`src/rtl/core/triangle_height_rasterizer_assert.svh`:
```
// Assertion macros shared by the triangle height rasterizer RTL.
`ifndef TRIANGLE_HEIGHT_RASTERIZER_ASSERT_SVH
`define TRIANGLE_HEIGHT_RASTERIZER_ASSERT_SVH

// Consequence must hold in the same cycle as the antecedent.
`define THR_ASSERT_SAME(label, clk, rst, ante, cons) \
   label: assert property (@(posedge clk) disable iff (rst) (ante) |-> (cons)) \
      else $error("rasterizer same-cycle check failed");

// Consequence must hold in the cycle after the antecedent.
`define THR_ASSERT_NEXT(label, clk, rst, ante, cons) \
   label: assert property (@(posedge clk) disable iff (rst) (ante) |=> (cons)) \
      else $error("rasterizer next-cycle check failed");

`endif

```
`src/rtl/core/thr_mul.sv`:
```
// Shared signed multiplier with a registered product.
`timescale 1ns / 1ps
`default_nettype none
module thr_mul #(
   parameter int MW = 34
) (
   input  logic                   clock,
   input  logic signed [MW-1:0]   a,
   input  logic signed [MW-1:0]   b,
   output logic signed [2*MW-1:0] p
);
   logic signed [2*MW-1:0] p_ff;

   always_ff @(posedge clock) begin
      p_ff <= a * b;
   end

   assign p = p_ff;
endmodule
`default_nettype wire

```
`config.mk`:
```
export PLATFORM = sky130hd
export DESIGN_NAME = thr_mul
export DESIGN_NICKNAME = d
export VERILOG_FILES = /design/src/rtl/core/triangle_height_rasterizer_assert.svh /design/src/rtl/core/thr_mul.sv
export SDC_FILE = /design/constraint.sdc
export NUM_CORES = 2
export LEC_CHECK = 0
export BUFFER_PORTS_ARGS = -buffer_cell sky130_fd_sc_hd__buf_2
export CAP_MARGIN = 20
export CORE_MARGIN = 2
export CORE_UTILIZATION = 40
export CTS_CLUSTER_DIAMETER = 80
export DETAILED_ROUTE_END_ITERATION = 12
export GPL_ROUTABILITY_DRIVEN = 0
export PLACE_DENSITY_LB_ADDON = 0.12
export REMOVE_ABC_BUFFERS = 1
export SLEW_MARGIN = 10
export SYNTH_ARGS = -nofsm -noshare
export SYNTH_HDL_FRONTEND = slang
export SYNTH_SLANG_ARGS = --single-unit
```
`constraint.sdc`:
```
create_clock -name clock -period 12.1 [get_ports clock]
set_input_delay 2.42 -clock clock [delete_from_list [all_inputs] [get_ports clock]]
set_output_delay 2.42 -clock clock [all_outputs]
set_load 0.01 [all_outputs]
```
==> results.md <==
* Status: finished clean
* Drt total wl at 129,000 um
* Port Buffers at 136
* Hold Path End: p[0]
* Vias in the first global route at 33,100
* Worst-Margin Slew at 1070 ps
* Num CTS Buffers at 9
* Largest net degree at the start of global routing at 35
* FF+latch count, synth at 68
* Remaining DRCs at 0
* Total negative slack at 0 ps
* Maxcap violations at 0
* Mapped Cells at 4,554
* Vias per cell at 4.91
* Most frequent cells in the layout: fa_1 (1,241), inv_1 (1,231), and2_1 (621)
* Final nets at 6,050
* P&R area growth vs syn at 5.33%
* H-tree depth at 3
* GR Overflow Total at 0
* Drt wl/cell at 21.7 um
* Die span in x at 332 um
* Worst-path clk slew at 70 ps
* Fmax at 93.3 MHz
* Setup violations, final at 0
* Worst setup path category: in2reg
* CP max FO at 23
* Cell Area, Synth at 43,000 um^2
* CTS tree: built
* I/O pins at 137
* Initial Utilization at 0.402
* Worst hold path type: in2reg
* Vias at 29,200
* Syn. warnings at 0
* Crit. End Element: flip-flop
* Layout cells sized above 1 at 0.0544
* Final-report max-slew violation count at 0
* Crit path arrival time at 11,050 ps
* Fin crit share at 0.886
* CTS resizes at 0
* Post-synth top flop: dfxtp_1
* Worst setup path startpoint: a[33]
* GRT Total Usage at 0.248
* Fillers at 10,800
* Post-synth EDFFs at 0
* Commonest non-fill, non-tap cell in the layout: fa_1
* First-pass GRT wire length at 206,000 um
* Worst EP required at 12,420 ps
* Post-DRT Antenna Nets at 0
* Site Rows at 120
* CTS Buffer Depth at 2
* Post-CTS Setup Repair Bufs at 0
* Dpl hpwl at 105,000 um
* Root Driver: clkbuf_16
* Initial antenna violation count at 9
* Startpoint Class: input pin
* Min Clock Period, post-route at 10,720 ps
* Syn Area/Cell at 9.45 um^2
* Clock Sinks at 68
* DR iter-0 viols at 1,365
* Slew margin rel. at 0.287
* RSZ-0062 raised after global routing: no
* Async SR Flop Fraction at 0
* Cell variety after synth at 69
* Max FFs per register at 68
* Hold buffers post-CTS at 0
* Die extent in y at 332 um
* DRT Pass-1 Iters at 5
* Seq/Total Area, Yosys at 0.0316
* Min-Delay Startpoint: b[0]
* Final Hold Viols at 0
* WHS Path Cells at 3
* Die ar. at 110,000 um^2
* Core box area at 107,000 um^2
==> metrics by stage <==
stage / instances / cell area, um^2 / util / hold slack [ps] / setup WS, ps
2_1_floorplan: 4326 / 42100 / - / 2540 / 2720
3_3_place_gp: 5928 / 45000 / 0.421 / 2810 / 942
3_5_place_dp: 5928 / 45000 / 0.421 / 2810 / 894
4_1_cts: 5944 / 45300 / 0.424 / 2650 / 1310
5_1_grt: 5944 / 45300 / 0.424 / 2680 / 968
6_report: 5948 / 45300 / 0.424 / 2670 / 1380
==> logic make-up (layout without fill, tap and decap cells) <==
group | after synthesis | count (layout) | synth area share
other | 0 | 4 | 0
AND/OR/NAND/NOR | 1296 | 1296 | 0.154
AO/OA/AOI/OAI | 206 | 206 | 0.0335
flip-flops | 68 | 68 | 0.0316
XOR/XNOR | 79 | 79 | 0.0161
buffers and inverters | 1460 | 1447 | 0.128
adder cells (fa/ha/maj) | 1445 | 1445 | 0.637
==> area by class of cell <==
type | count | area [um^2] | share of cell area
Multi-Input combinational cell | 3026 | 36100 | 0.797
Inverter | 1232 | 4620 | 0.102
Tap cell | 1403 | 1760 | 0.0387
Sequential cell | 68 | 1360 | 0.0300
Timing Repair Buffer | 199 | 1150 | 0.0255
Clock buffer | 9 | 225 | 0.00497
Clock inverter | 7 | 51.3 | 0.00113
Antenna cell | 4 | 10.0 | 0.000221
==> Yosys cell counts (31+ instances only) <==
master | number | area, um^2
a21o_1 | 37 | 278
a21oi_1 | 61 | 305
and2_1 | 621 | 3880
clkbuf_1 | 214 | 803
dfxtp_1 | 68 | 1360
fa_1 | 1241 | 24800
ha_1 | 204 | 2550
inv_1 | 1231 | 4620
nand2_1 | 542 | 2030
nor2_1 | 54 | 203
o21ai_0 | 31 | 155
xnor2_1 | 56 | 490
==> layer usage <==
| metal | vias up | wire [um] | GRT usage |
|---|---|---|---|
| met1 | 15700 | 53700 | 0.324 |
| li1 | 12700 | - | - |
| met2 | 573 | 67300 | 0.441 |
| met5 | - | 7 | 0 |
| met4 | 2 | 3580 | 0.0657 |
| met3 | 162 | 4390 | 0.0215 |
==> worst max-delay path by stage <==
stage,end,slack [ps],depth (start not counted)
6_report,p[66],1380,25
5_1_grt,p[66],970,25
3_5_place_dp,p[66],890,25
4_1_cts,p[66],1310,25
3_3_place_gp,p[66],940,25
2_1_floorplan,p[66],2720,22
==> worst max-delay path: stages <==
cell      delay (ps)
buf_2            570
nand2_1          200
inv_1            180
fa_1             500
fa_1             560
fa_1             740
buf_4            280
fa_1             470
fa_1             460
fa_1             520
fa_1             550
inv_1             50
fa_1             470
inv_1             40
ha_1             350
a21o_1           240
a21o_1           210
a21oi_1          210
o21ai_0          240
a221oi_1         620
o41ai_1          230
a31oi_4          300
o31ai_4          180
a221oi_2         280
xnor2_1          140
Power is not shown: default switching activity piles up to over one toggle a cycle in this logic, so the estimate is an artifact.
