$ cat config.mk
export PLATFORM = sky130hd
export DESIGN_NAME = thr_div
export DESIGN_NICKNAME = d
export VERILOG_FILES = /design/src/rtl/core/triangle_height_rasterizer_assert.svh /design/src/rtl/core/thr_pkg.sv /design/src/rtl/core/thr_div.sv
export SDC_FILE = /design/constraint.sdc
export NUM_CORES = 1
export LEC_CHECK = 0
export BUFFER_PORTS_ARGS = -buffer_cell sky130_fd_sc_hd__buf_2
export CORE_MARGIN = 10
export CORE_UTILIZATION = 60
export CTS_CLUSTER_DIAMETER = 120
export DETAILED_ROUTE_END_ITERATION = 12
export PLACE_DENSITY_LB_ADDON = 0.15
export SYNTH_ARGS = -nofsm -noshare
export SYNTH_HDL_FRONTEND = slang
export SYNTH_SLANG_ARGS = --single-unit
$ cat constraint.sdc
create_clock -name clock -period 12.9 [get_ports clock]
set_input_delay 0.645 -clock clock [delete_from_list [all_inputs] [get_ports clock]]
set_output_delay 0.645 -clock clock [all_outputs]
set_load 0.005 [all_outputs]
$ cat src/rtl/core/triangle_height_rasterizer_assert.svh
// Assertion macros shared by the triangle height rasterizer RTL.
`ifndef TRIANGLE_HEIGHT_RASTERIZER_ASSERT_SVH
`define TRIANGLE_HEIGHT_RASTERIZER_ASSERT_SVH

// Consequence must hold in the same cycle as the antecedent.
`define THR_ASSERT_SAME(label, clk, rst, ante, cons) \
   label: assert property (@(posedge clk) disable iff (rst) (ante) |-> (cons)) \
      else $error("rasterizer same-cycle check failed");

// Consequence must hold in the cycle after the antecedent.
`define THR_ASSERT_NEXT(label, clk, rst, ante, cons) \
   label: assert property (@(posedge clk) disable iff (rst) (ante) |=> (cons)) \
      else $error("rasterizer next-cycle check failed");

`endif

$ cat src/rtl/core/thr_pkg.sv
// Shared types, constants and helpers of the triangle height rasterizer.
`timescale 1ns / 1ps
`default_nettype none
package thr_pkg;
   localparam int DEF_MAX_DIM = 256;
   localparam int CFG_W       = 9;
   localparam int XYW         = 21;
   localparam int ZW          = 32;
   localparam int RCW         = 8;
   localparam int TRW         = 13;
   localparam int SW          = 36;
   localparam int QW          = 32;
   localparam int CSR_AW      = 4;
   localparam int CSR_DW      = 32;

   localparam logic [1:0] OP_CLEAR = 2'd0;
   localparam logic [1:0] OP_DRAW  = 2'd1;
   localparam logic [1:0] OP_READ  = 2'd2;

   localparam logic [1:0] REG_GRID_WIDTH  = 2'd0;
   localparam logic [1:0] REG_GRID_HEIGHT = 2'd1;
   localparam logic [1:0] REG_MASK_MODE   = 2'd2;

   localparam logic [CFG_W-1:0] GRID_DIM_RESET = 9'd256;
   localparam logic [ZW-1:0]    HEIGHT_ONE     = 32'h0001_0000;
   localparam logic signed [SW-1:0] SAT_MAX = 36'sh0_7FFF_FFFF;
   localparam logic signed [SW-1:0] SAT_MIN = -36'sh0_8000_0000;

   typedef enum logic [4:0] {
      ST_CLEAR, ST_IDLE, ST_RMUL, ST_RADDR, ST_RDATA,
      ST_D0, ST_D1, ST_D2, ST_BOX, ST_PIX,
      ST_U0, ST_U1, ST_V0, ST_V1, ST_TEST,
      ST_DIVU, ST_TU, ST_DIVV, ST_TV, ST_NEXT, ST_DONE
   } state_type;

   typedef struct packed {
      logic busy;
      logic done;
   } div_stat_type;

   // Divide a vertex coordinate by 256, truncating toward zero.
   function automatic logic signed [TRW-1:0] trunc_px(input logic signed [XYW-1:0] v);
      logic signed [XYW:0] ext;
      logic [XYW:0] mag;
      logic [XYW:0] q;
      ext = (XYW+1)'(v);
      mag = v[XYW-1] ? -ext : ext;
      q = mag >> 8;
      return v[XYW-1] ? -TRW'(q) : TRW'(q);
   endfunction
endpackage
`default_nettype wire

$ cat src/rtl/core/thr_div.sv
// Restoring divider giving num/den as a fraction with 31 fraction bits.
`timescale 1ns / 1ps
`default_nettype none
module thr_div import thr_pkg::*; #(
   parameter int NW = 48
) (
   input  logic           clock,
   input  logic           reset,
   input  logic           start,
   input  logic [NW-1:0]  num,
   input  logic [NW-1:0]  den,
   output div_stat_type   stat,
   output logic [QW-1:0]  quot
);
   localparam int CNTW = $clog2(QW);

   logic            busy_ff, busy_in;
   logic            done_ff, done_in;
   logic [CNTW-1:0] cnt_ff, cnt_in;
   logic [NW:0]     rem_ff, rem_in;
   logic [NW-1:0]   den_ff, den_in;
   logic [QW-1:0]   q_ff, q_in;
   logic [NW:0]     shifted;

   always_comb begin
      busy_in = busy_ff;
      done_in = 1'b0;
      cnt_in  = cnt_ff;
      rem_in  = rem_ff;
      den_in  = den_ff;
      q_in    = q_ff;
      // The first step decides the integer bit and does not shift.
      shifted = (cnt_ff == '0) ? rem_ff : {rem_ff[NW-1:0], 1'b0};
      if (start) begin
         busy_in = 1'b1;
         cnt_in  = '0;
         rem_in  = (NW+1)'(num);
         den_in  = den;
         q_in    = '0;
      end else if (busy_ff) begin
         if (shifted >= (NW+1)'(den_ff)) begin
            rem_in = shifted - (NW+1)'(den_ff);
            q_in   = {q_ff[QW-2:0], 1'b1};
         end else begin
            rem_in = shifted;
            q_in   = {q_ff[QW-2:0], 1'b0};
         end
         cnt_in = cnt_ff + 1'b1;
         if (&cnt_ff) begin
            busy_in = 1'b0;
            done_in = 1'b1;
         end
      end
   end

   always_ff @(posedge clock) begin
      if (reset) begin
         busy_ff <= 1'b0;
         done_ff <= 1'b0;
      end else begin
         busy_ff <= busy_in;
         done_ff <= done_in;
      end
   end

   always_ff @(posedge clock) begin
      cnt_ff <= cnt_in;
      rem_ff <= rem_in;
      den_ff <= den_in;
      q_ff   <= q_in;
   end

   assign stat.busy = busy_ff;
   assign stat.done = done_ff;
   assign quot      = q_ff;
endmodule
`default_nettype wire
==> metrics.yaml, run 1 <==
routing:
  wl_per_cell_um: 19.0
  firstDrtPassIters: 8
  ant_nets: 0
  wl_um: 23700
  dr.first_iter.drc_count: 801
  vias: 7599
  vias_per_cell: 6.11
  drc: 0
place:
  dp_slack_ps: 7520
  gp_congestion: 0.970
  dp_hpwl_um: 16700
  placedInstanceArea_um2: 9780
  portBuffers: 132
clock_tree:
  h-tree-depth: 4
  clkTransAtPathRegs_ps: 60
  cts_tree: "yes"
  cts-root-buf: "clkbuf_16"
  post-cts-setup-buffers: 0
  cts.sinks: 136
  max-clock-path-buffers: 2
  clk_latency_ps: 430
  numCtsBuffers: 17
  postCtsHoldBufs: 0
  cts-resized-gates: 0
floorplanning:
  coreArea_um2: 14700
  rows: 44
  initial_core_util: 0.620
  die_w_um: 143
  die_area_um2: 20500
  io_pins: 133
  die_y_um: 143
global_route:
  met3_usage: 0.0544
  use_met2: 0.375
  grt_start_max_net_pins: 93
  use_met1: 0.288
  grt_usage: 0.225
  antenna_found_initial: 0
  first_global_vias: 7584
  busiest_layer: "met2"
  grt_pass1_wl_um: 37800
  grt-ovfl-total: 0
yosys:
  ys_ff_latch: 136
  ys_warn_count: 0
  synth_edf_count: 96
  async_reset_ff_frac: 0
  avgSynthCellArea_um2: 9.65
  seq_area_frac_synth: 0.404
  synthTopCellsByArea: "edfxtp_1 32%, dfxtp_1 8.8%, ha_1 7.0%"
  synth.distinct_cells: 78
  syn_inst: 945
  synth_top_area_share: 0.316
  synthFlopType: "edfxtp_1"
  syn_area_um2: 9110
  synth_largest_area_cell: "edfxtp_1"
  syn_nets: 1096
timing:
  finalCritPeriodShare: 0.423
  rsz0062_at_grt: "false"
  fmax_mhz: 183
  setup_violations: 0
  post-route-min-period_ps: 5460
  setup_tns_ps: 0
  worst_pin_slew_ps: 1150
  final_max_slew_viol_count: 0
  setup_slack_ps: 7440
  hold_viol_final: 0
  hold_ws_ps: 385
  slew_headroom: 0.236
  finClkSkew_ps: 12.2
critical_path:
  worstPathCellList: "inv_1 > ha_1 > nor4b_4 > buf_4 > mux2_2 > ha_1 > a21o_1 > a21o_1 > a21oi_1 > nand3b_1 > or4_4 > nand3_2 > and2_2 > nor2_2 > a221o_1"
  end_kind: "flop"
  cp_max_fo: 53
  critical-path-slowest-cell: "and2_2"
  reg2regPathDepth: 15
  max_stage_delay_ps: 910
  worstSetupPathType: "flop to flop"
  rr_startpoint: "cnt_ff[0]"
  crit_required_ps: 13080
  rrSetupSlack_ps: 7440
  cp.arrival_ps: 5630
  rr_endpoint: "rem_ff[34]"
  start_kind: "flop"
cells_and_area:
  nFillCells: 1170
  layout_common_cells: "131 x buf_2, 96 x edfxtp_1, 94 x a21oi_1, 74 x nand2_1, 67 x inv_1"
  final_common_cell: "buf_2"
  syn_to_final_growth_pct: 13.9
  drive_above_1_share: 0.218
  fin_nets: 1197
  diodes: 0
  final_area_um2: 10400
hold_path:
  hold_depth: 2
  whs_endpoint: "busy_ff"
  min-delay-start: "reset"
  hold_path.class: "input pin to flop"
power:
  power_density_nw_per_um2: 222
  total_power_mw: 2.30
  ir_worst_vdd_uv: 127
  leakagePower_nw: 4.62
outcome:
  status: "completed"
job:
  max-cap-violations: 0
how the worst max path moves through the flow:
| stage | start | to | slack (ps) | depth (start not counted) |
|---|---|---|---|---|
| 5_1_grt | cnt_ff[0] | rem_ff[11] | 7160 | 15 |
| 4_1_cts | cnt_ff[0] | rem_ff[11] | 7520 | 15 |
| 3_3_place_gp | cnt_ff[0] | rem_ff[47] | 7740 | 15 |
| 6_report | cnt_ff[0] | rem_ff[34] | 7440 | 15 |
| 3_5_place_dp | cnt_ff[0] | rem_ff[34] | 7520 | 15 |
| 2_1_floorplan | cnt_ff[0] | rem_ff[11] | 8230 | 19 |
through the flow:
stage                      util  cells
after detailed placement  0.666   1211
final                     0.707   1243
after global routing      0.707   1243
after CTS                 0.707   1243
after global placement    0.666   1211
after floorplan               -    945
logic make-up (layout without fill, tap and decap cells):
kind of cell,count (synthesis),in the layout,synth area share
AO/OA/AOI/OAI,266,266,0.197
XOR/XNOR,41,41,0.0394
adder cells (fa/ha/maj),52,52,0.0722
buffers and inverters,124,238,0.0592
flip-flops,136,136,0.404
multiplexers,85,85,0.0998
AND/OR/NAND/NOR,241,241,0.129
worst max-delay path, delay by kind of cell, from the launching register on:
kind / cells / cell delay (ps)
DFF: 1 / 340
buffers and inverters: 2 / 650
muxes: 1 / 420
and+or+nand+nor: 6 / 2130
adders and majority gates: 2 / 510
AOI/OAI and AO/OA: 4 / 1120
power by group:
part           leakage [nW]  total, mW  internal [mW]  switching (mW)
registers              1.27      0.602          0.564          0.0372
logic                  3.05       1.21          0.492           0.714
clock network         0.301      0.496          0.295           0.201
total                  4.62       2.30           1.35           0.952
layer usage:
metal | wire [um] | share of wire
met4 | 435 | 0.018
met3 | 1720 | 0.073
met1 | 10200 | 0.43
met5 | 0 | 0
met2 | 11300 | 0.48
flip-flops by register name, indices dropped and copies added, names as in the netlist:
signal   flops
rem_ff      49
busy_ff      1
done_ff      1
quot        32
cnt_ff       5
den_ff      48
Yosys cell counts, types with 3 or more instances:
library cell and number:
mux2i_1 38, o21ai_1 3, o21bai_1 10, ha_1 51, dfxtp_1 40, o211ai_1 3
or3_1 4, nor3_1 15, nor2_1 65, o21ai_0 27, o31ai_1 6, o31a_1 3
nor2b_1 6, buf_2 13, clkbuf_1 33, buf_6 5, and3_1 14, nand4_1 13
a2bb2oi_1 35, a31oi_1 10, o21a_1 7, nand3_1 17, inv_1 67, nand2_1 74
nand2b_1 5, mux2_2 47, nor3b_1 3, edfxtp_1 96, a221o_1 5, a21oi_1 94
xor2_1 13, nor4_1 3, xnor2_1 28, a2111oi_0 3, nand3b_1 3, and2_1 5
a21o_1 31
cell type report:
type	count	area (um2)	area share
inverter	67	251	0.0242
sequential	136	3680	0.355
tap	184	230	0.0222
clock buffer	23	533	0.0513
timing repair buffer	139	716	0.0689
multi-input combinational	685	4900	0.472
clock inverter	9	68.8	0.00663
(Power assumes the default switching activity.)
==> run 2, diff against run 1 <==
--- a/config.mk
+++ b/config.mk
@@ -7,7 +7,7 @@
 export LEC_CHECK = 0
 export BUFFER_PORTS_ARGS = -buffer_cell sky130_fd_sc_hd__buf_2
 export CORE_MARGIN = 10
-export CORE_UTILIZATION = 60
+export CORE_UTILIZATION = 53
 export CTS_CLUSTER_DIAMETER = 120
 export DETAILED_ROUTE_END_ITERATION = 12
 export PLACE_DENSITY_LB_ADDON = 0.15
==> constraint.sdc (replaced) <==
create_clock -name clock -period 4.75 [get_ports clock]
set_input_delay 0.2375 -clock clock [delete_from_list [all_inputs] [get_ports clock]]
set_output_delay 0.2375 -clock clock [all_outputs]
set_load 0.005 [all_outputs]
==> run 2 against run 1 <==
Net effect: sequential power grew to 2.7 times the previous value; first-iteration DRC count is 37% lower; clock skew is 4.4 ps lower; critical endpoint is now rem_ff[47].
==> metrics.yaml, run 2 (synthesized netlist as in run 1, its figures left out) <==
outcome:
  status: "completed"
timing:
  setup_tns_ps: 0
  post-route-min-period_ps: 4440
  setup_violations: 0
  hold_viol_final: 0
  worst_pin_slew_ps: 697
  finClkSkew_ps: 7.80
  fmax_mhz: 225
  finalCritPeriodShare: 0.934
  slew_headroom: 0.536
  hold_ws_ps: 108
  setup_slack_ps: 313
  final_max_slew_viol_count: 0
  rsz0062_at_grt: "false"
cells_and_area:
  syn_to_final_growth_pct: 21.7
  diodes: 0
  layout_common_cells: "131 x buf_2, 96 x edfxtp_1, 94 x a21oi_1, 74 x nand2_1, 67 x inv_1"
  regMostFlops: "rem_ff"
  fin_nets: 1257
  drive_above_1_share: 0.222
  largest_reg_flops: 49
  final_area_um2: 11100
  final_common_cell: "buf_2"
floorplanning:
  die_y_um: 151
  die_area_um2: 22800
  initial_core_util: 0.546
  rows: 47
  die_w_um: 151
  io_pins: 133
  coreArea_um2: 16700
routing:
  dr.first_iter.drc_count: 501
  wl_per_cell_um: 17.8
  vias: 7705
  wl_um: 23800
  firstDrtPassIters: 5
  vias_per_cell: 5.75
  ant_nets: 0
  drc: 0
critical_path:
  cpMostUsedCell: "ha_1"
  cp.arrival_ps: 4620
  max_stage_delay_ps: 450
  worstPathCellList: "inv_1 > ha_1 > nor4b_4 > buf_12 > mux2_2 > ha_1 > a2111o_1 > o21ai_2 > a21oi_2 > a31oi_2 > o41ai_1 > buf_4 > a2111oi_1 > xnor2_1 > a221o_1"
  crit_required_ps: 4930
  end_kind: "flop"
  start_kind: "flop"
  cp_max_fo: 19
  worstSetupPathType: "flop to flop"
  critical-path-slowest-cell: "a2111o_1"
global_route:
  first_global_vias: 7781
  grt-ovfl-total: 0
  grt_pass1_wl_um: 38800
  grt_usage: 0.209
  grt_start_max_net_pins: 60
  antenna_found_initial: 0
clock_tree:
  numCtsBuffers: 17
  h-tree-depth: 4
  clkTransAtPathRegs_ps: 60
  cts_tree: "yes"
  cts-root-buf: "clkbuf_16"
  clk_latency_ps: 430
  max-clock-path-buffers: 2
  cts.sinks: 136
job:
  max-cap-violations: 0
power:
  ir_worst_vdd_uv: 330
  power_density_nw_per_um2: 579
  total_power_mw: 6.43
  leakagePower_nw: 4.90
place:
  placedInstanceArea_um2: 9940
  dp_slack_ps: 293
  gp_congestion: 0.906
  portBuffers: 132
  dp_hpwl_um: 17000
hold_path:
  hold_path.class: "input pin to flop"
==> run 2: metal layers <==
| metal | up-vias | track usage | wire, um |
|---|---|---|---|
| met5 | - | 0 | 0 |
| met4 | 0 | 0.0611 | 370 |
| met3 | 31 | 0.0442 | 1190 |
| met2 | 216 | 0.348 | 11600 |
| met1 | 3656 | 0.268 | 10700 |
| li1 | 3802 | - | - |
==> run 2: through the flow <==
stage	cells	utilization
after floorplan	945	-
after global placement	1258	0.595
after detailed placement	1258	0.595
after CTS	1339	0.663
after global routing	1339	0.664
final	1339	0.664
==> run 2: cell type report <==
type	count	area, um2
Clock buffer	27	611
Clock inverter	5	35.0
Fill cell	1374	5600
Inverter	67	251
Multi-Input combinational cell	685	4930
Sequential cell	136	3680
Tap cell	220	275
Timing Repair Buffer	199	1310
==> run 2: critical path, delay by kind of cell (launching register included) <==
family,cells,cell delay (ps)
buffers and inverters,3,460
xor gates and xnor gates,1,120
and+or+nand+nor,1,330
DFF,1,340
adders and majority gates,2,510
muxes,1,360
AOI/OAI and AO/OA,7,2060
==> run 2: repair_timing <==
item                                    CTS  global route
endpoints found under the setup margin    0            12
resized for setup                         0             7
buffers inserted                          0             0
hold buffers                             49             0
endpoints found under the hold margin    50             0
==> run 2: report_power, final <==
part / internal [mW] / switching [mW]
logic: 1.44 / 1.95
registers: 1.53 / 0.0934
clock network: 0.888 / 0.529
==> run 2: path summary, 6_finish.rpt <==
check | from | end | slack (ps) | depth (start not counted)
max | cnt_ff[0] | rem_ff[47] | 310 | 15
min | num[37] | rem_ff[37] | 110 | 3
max reg2reg | cnt_ff[0] | rem_ff[47] | 310 | 15
min reg2reg | quot[31] | quot[31] | 500 | 2
==> run 3, diff against run 2 <==
--- a/config.mk
+++ b/config.mk
@@ -6,8 +6,11 @@
 export NUM_CORES = 1
 export LEC_CHECK = 0
 export BUFFER_PORTS_ARGS = -buffer_cell sky130_fd_sc_hd__buf_2
+export CAP_MARGIN = 15
+export CELL_PAD_IN_SITES_DETAIL_PLACEMENT = 2
+export CELL_PAD_IN_SITES_GLOBAL_PLACEMENT = 2
 export CORE_MARGIN = 10
-export CORE_UTILIZATION = 53
+export CORE_UTILIZATION = 39
 export CTS_CLUSTER_DIAMETER = 120
 export DETAILED_ROUTE_END_ITERATION = 12
 export PLACE_DENSITY_LB_ADDON = 0.15
==> constraint.sdc (replaced) <==
create_clock -name clock -period 5.25 [get_ports clock]
set_input_delay 0.2625 -clock clock [delete_from_list [all_inputs] [get_ports clock]]
set_output_delay 0.2625 -clock clock [all_outputs]
set_load 0.005 [all_outputs]
==> run 3 against run 2 <==
Net effect: sequential cell count did not move; clock skew rose by 6.7 ps; critical path depth did not move; via count rose by 3.4%; critical endpoint is now rem_ff[46]; largest power group unchanged; clock power fell by 8%.
==> metrics.yaml, run 3 (synthesized netlist as in run 1, its figures left out) <==
outcome:
  status: "completed"
timing:
  worst_pin_slew_ps: 1040
  setup_slack_ps: 292
  setup_tns_ps: 0
  finalCritPeriodShare: 0.944
  post-route-min-period_ps: 4960
  final_max_slew_viol_count: 0
  rsz0062_at_grt: "false"
  slew_headroom: 0.308
  setup_violations: 0
  hold_viol_final: 0
  fmax_mhz: 202
  finClkSkew_ps: 14.5
cells_and_area:
  regMostFlops: "rem_ff"
  fin_cells: 1418
  ff_latch_area_um2: 3680
  multi_input_area_um2: 4900
  fin_util: 0.484
  nFillCells: 2481
  drive_above_1_share: 0.216
  diodes: 0
  fin_nets: 1243
  layout_common_cells: "131 x buf_2, 96 x edfxtp_1, 94 x a21oi_1, 74 x nand2_1, 67 x inv_1"
  largest_reg_flops: 49
  syn_to_final_growth_pct: 21.2
  final_common_cell: "buf_2"
floorplanning:
  io_pins: 133
  initial_core_util: 0.399
  die_area_um2: 29900
  die_w_um: 173
  coreArea_um2: 22800
  die_y_um: 173
  rows: 55
place:
  dp_slack_ps: 315
  dp_hpwl_um: 22800
  portBuffers: 132
  dp.cells: 1346
  gp_congestion: 0.840
global_route:
  grt_start_max_net_pins: 62
  first_global_vias: 8906
  grt_pass1_wl_um: 50700
  antenna_found_initial: 0
  grt-ovfl-total: 0
  grt_usage: 0.209
power:
  leakagePower_nw: 4.83
  power_density_nw_per_um2: 546
  ir_worst_vdd_uv: 180
critical_path:
  critical-path-slowest-cell: "ha_1"
  end_kind: "flop"
  start_kind: "flop"
  cp_top_family: "simple AND/OR/NAND/NOR gates"
  worst-path-buf-inv: 3
  max_stage_delay_ps: 510
  cp_max_fo: 49
  worstSetupPathType: "flop to flop"
  cpMostUsedCell: "ha_1"
  worstPathCellList: "inv_1 > ha_1 > nor4b_4 > buf_12 > mux2_2 > ha_1 > and3_4 > and3_1 > nand4_1 > nor4_1 > a41oi_1 > and2_2 > buf_4 > a2111oi_1 > o21ai_0"
  crit_required_ps: 5420
  cp.arrival_ps: 5130
routing:
  drc: 0
  firstDrtPassIters: 5
  dr.first_iter.drc_count: 333
  wl_um: 31900
  vias_per_cell: 5.62
  vias: 7968
  wl_per_cell_um: 22.5
  ant_nets: 0
clock_tree:
  post-cts-setup-buffers: 0
  cts.sinks: 136
  clk_latency_ps: 450
  max-clock-path-buffers: 2
  h-tree-depth: 4
  clkTransAtPathRegs_ps: 70
  numCtsBuffers: 17
  cts_tree: "yes"
  cts-root-buf: "clkbuf_16"
job:
  max-cap-violations: 0
hold_path:
  hold_path.class: "input pin to flop"
## run 3: changes by cell type in the layout (fill, tap and decap cells not counted), sizes merged
cell | previous run | this run
clkbuf | 27 | 20
buf | 150 | 145
clkinv | 2 | 5
dlygate4sd3 | 49 | 40
inv | 70 | 74
## run 3: final timing paths
check,from,to,slack [ps],cells past startpoint
setup / recovery,cnt_ff[1],rem_ff[46],290,15
hold / removal,den[30],den_ff[30],9,1
setup reg to reg,cnt_ff[1],rem_ff[46],290,15
hold reg to reg,quot[31],quot[31],520,2
## run 3: per-stage QoR
| stage | power, mW | cell area (um2) | hold WS (ps) |
|---|---|---|---|
| detailed placement | 4.65 | 10000 | 441 |
| floorplan | 3.80 | 9110 | 335 |
| finish | 6.04 | 11000 | 8.56 |
| global placement | 4.54 | 10000 | 439 |
| global route | 6.46 | 11000 | 1.16 |
| CTS | 6.03 | 11000 | 0.404 |
## run 3: what timing repair did
action                                  CTS  global route
endpoints found under the setup margin    0             1
endpoints found under the hold margin    37             3
gates resized for setup                   0             2
hold buffers                             37             3
## run 3: worst register-to-register path, stage by stage, from the launching register on
cell,delay [ps]
dfxtp_1,350
inv_1,70
ha_1,140
nor4b_4,240
buf_12,330
mux2_2,420
ha_1,510
and3_4,310
and3_1,210
nand4_1,220
nor4_1,320
a41oi_1,220
and2_2,450
buf_4,300
a2111oi_1,450
o21ai_0,170
## run 3: cell type report
| type | instances | area share |
|---|---|---|
| Sequential cell | 136 | 0.334 |
| Clock inverter | 12 | 0.0129 |
| Tap cell | 313 | 0.0354 |
| Clock buffer | 20 | 0.0453 |
| Inverter | 67 | 0.0228 |
| Multi-Input combinational cell | 685 | 0.444 |
| Timing Repair Buffer | 185 | 0.106 |
## run 3: routing by layer
layer | share of wire | track usage
met1 | 0.44 | 0.254
met2 | 0.51 | 0.367
met3 | 0.033 | 0.0399
met4 | 0.017 | 0.0604
met5 | 0 | 0
## run 3: report_power, final
group	switching, mW	total, mW	internal, mW
Sequential	0.0993	1.49	1.39
Combinational	1.98	3.25	1.27
Clock	0.579	1.30	0.722
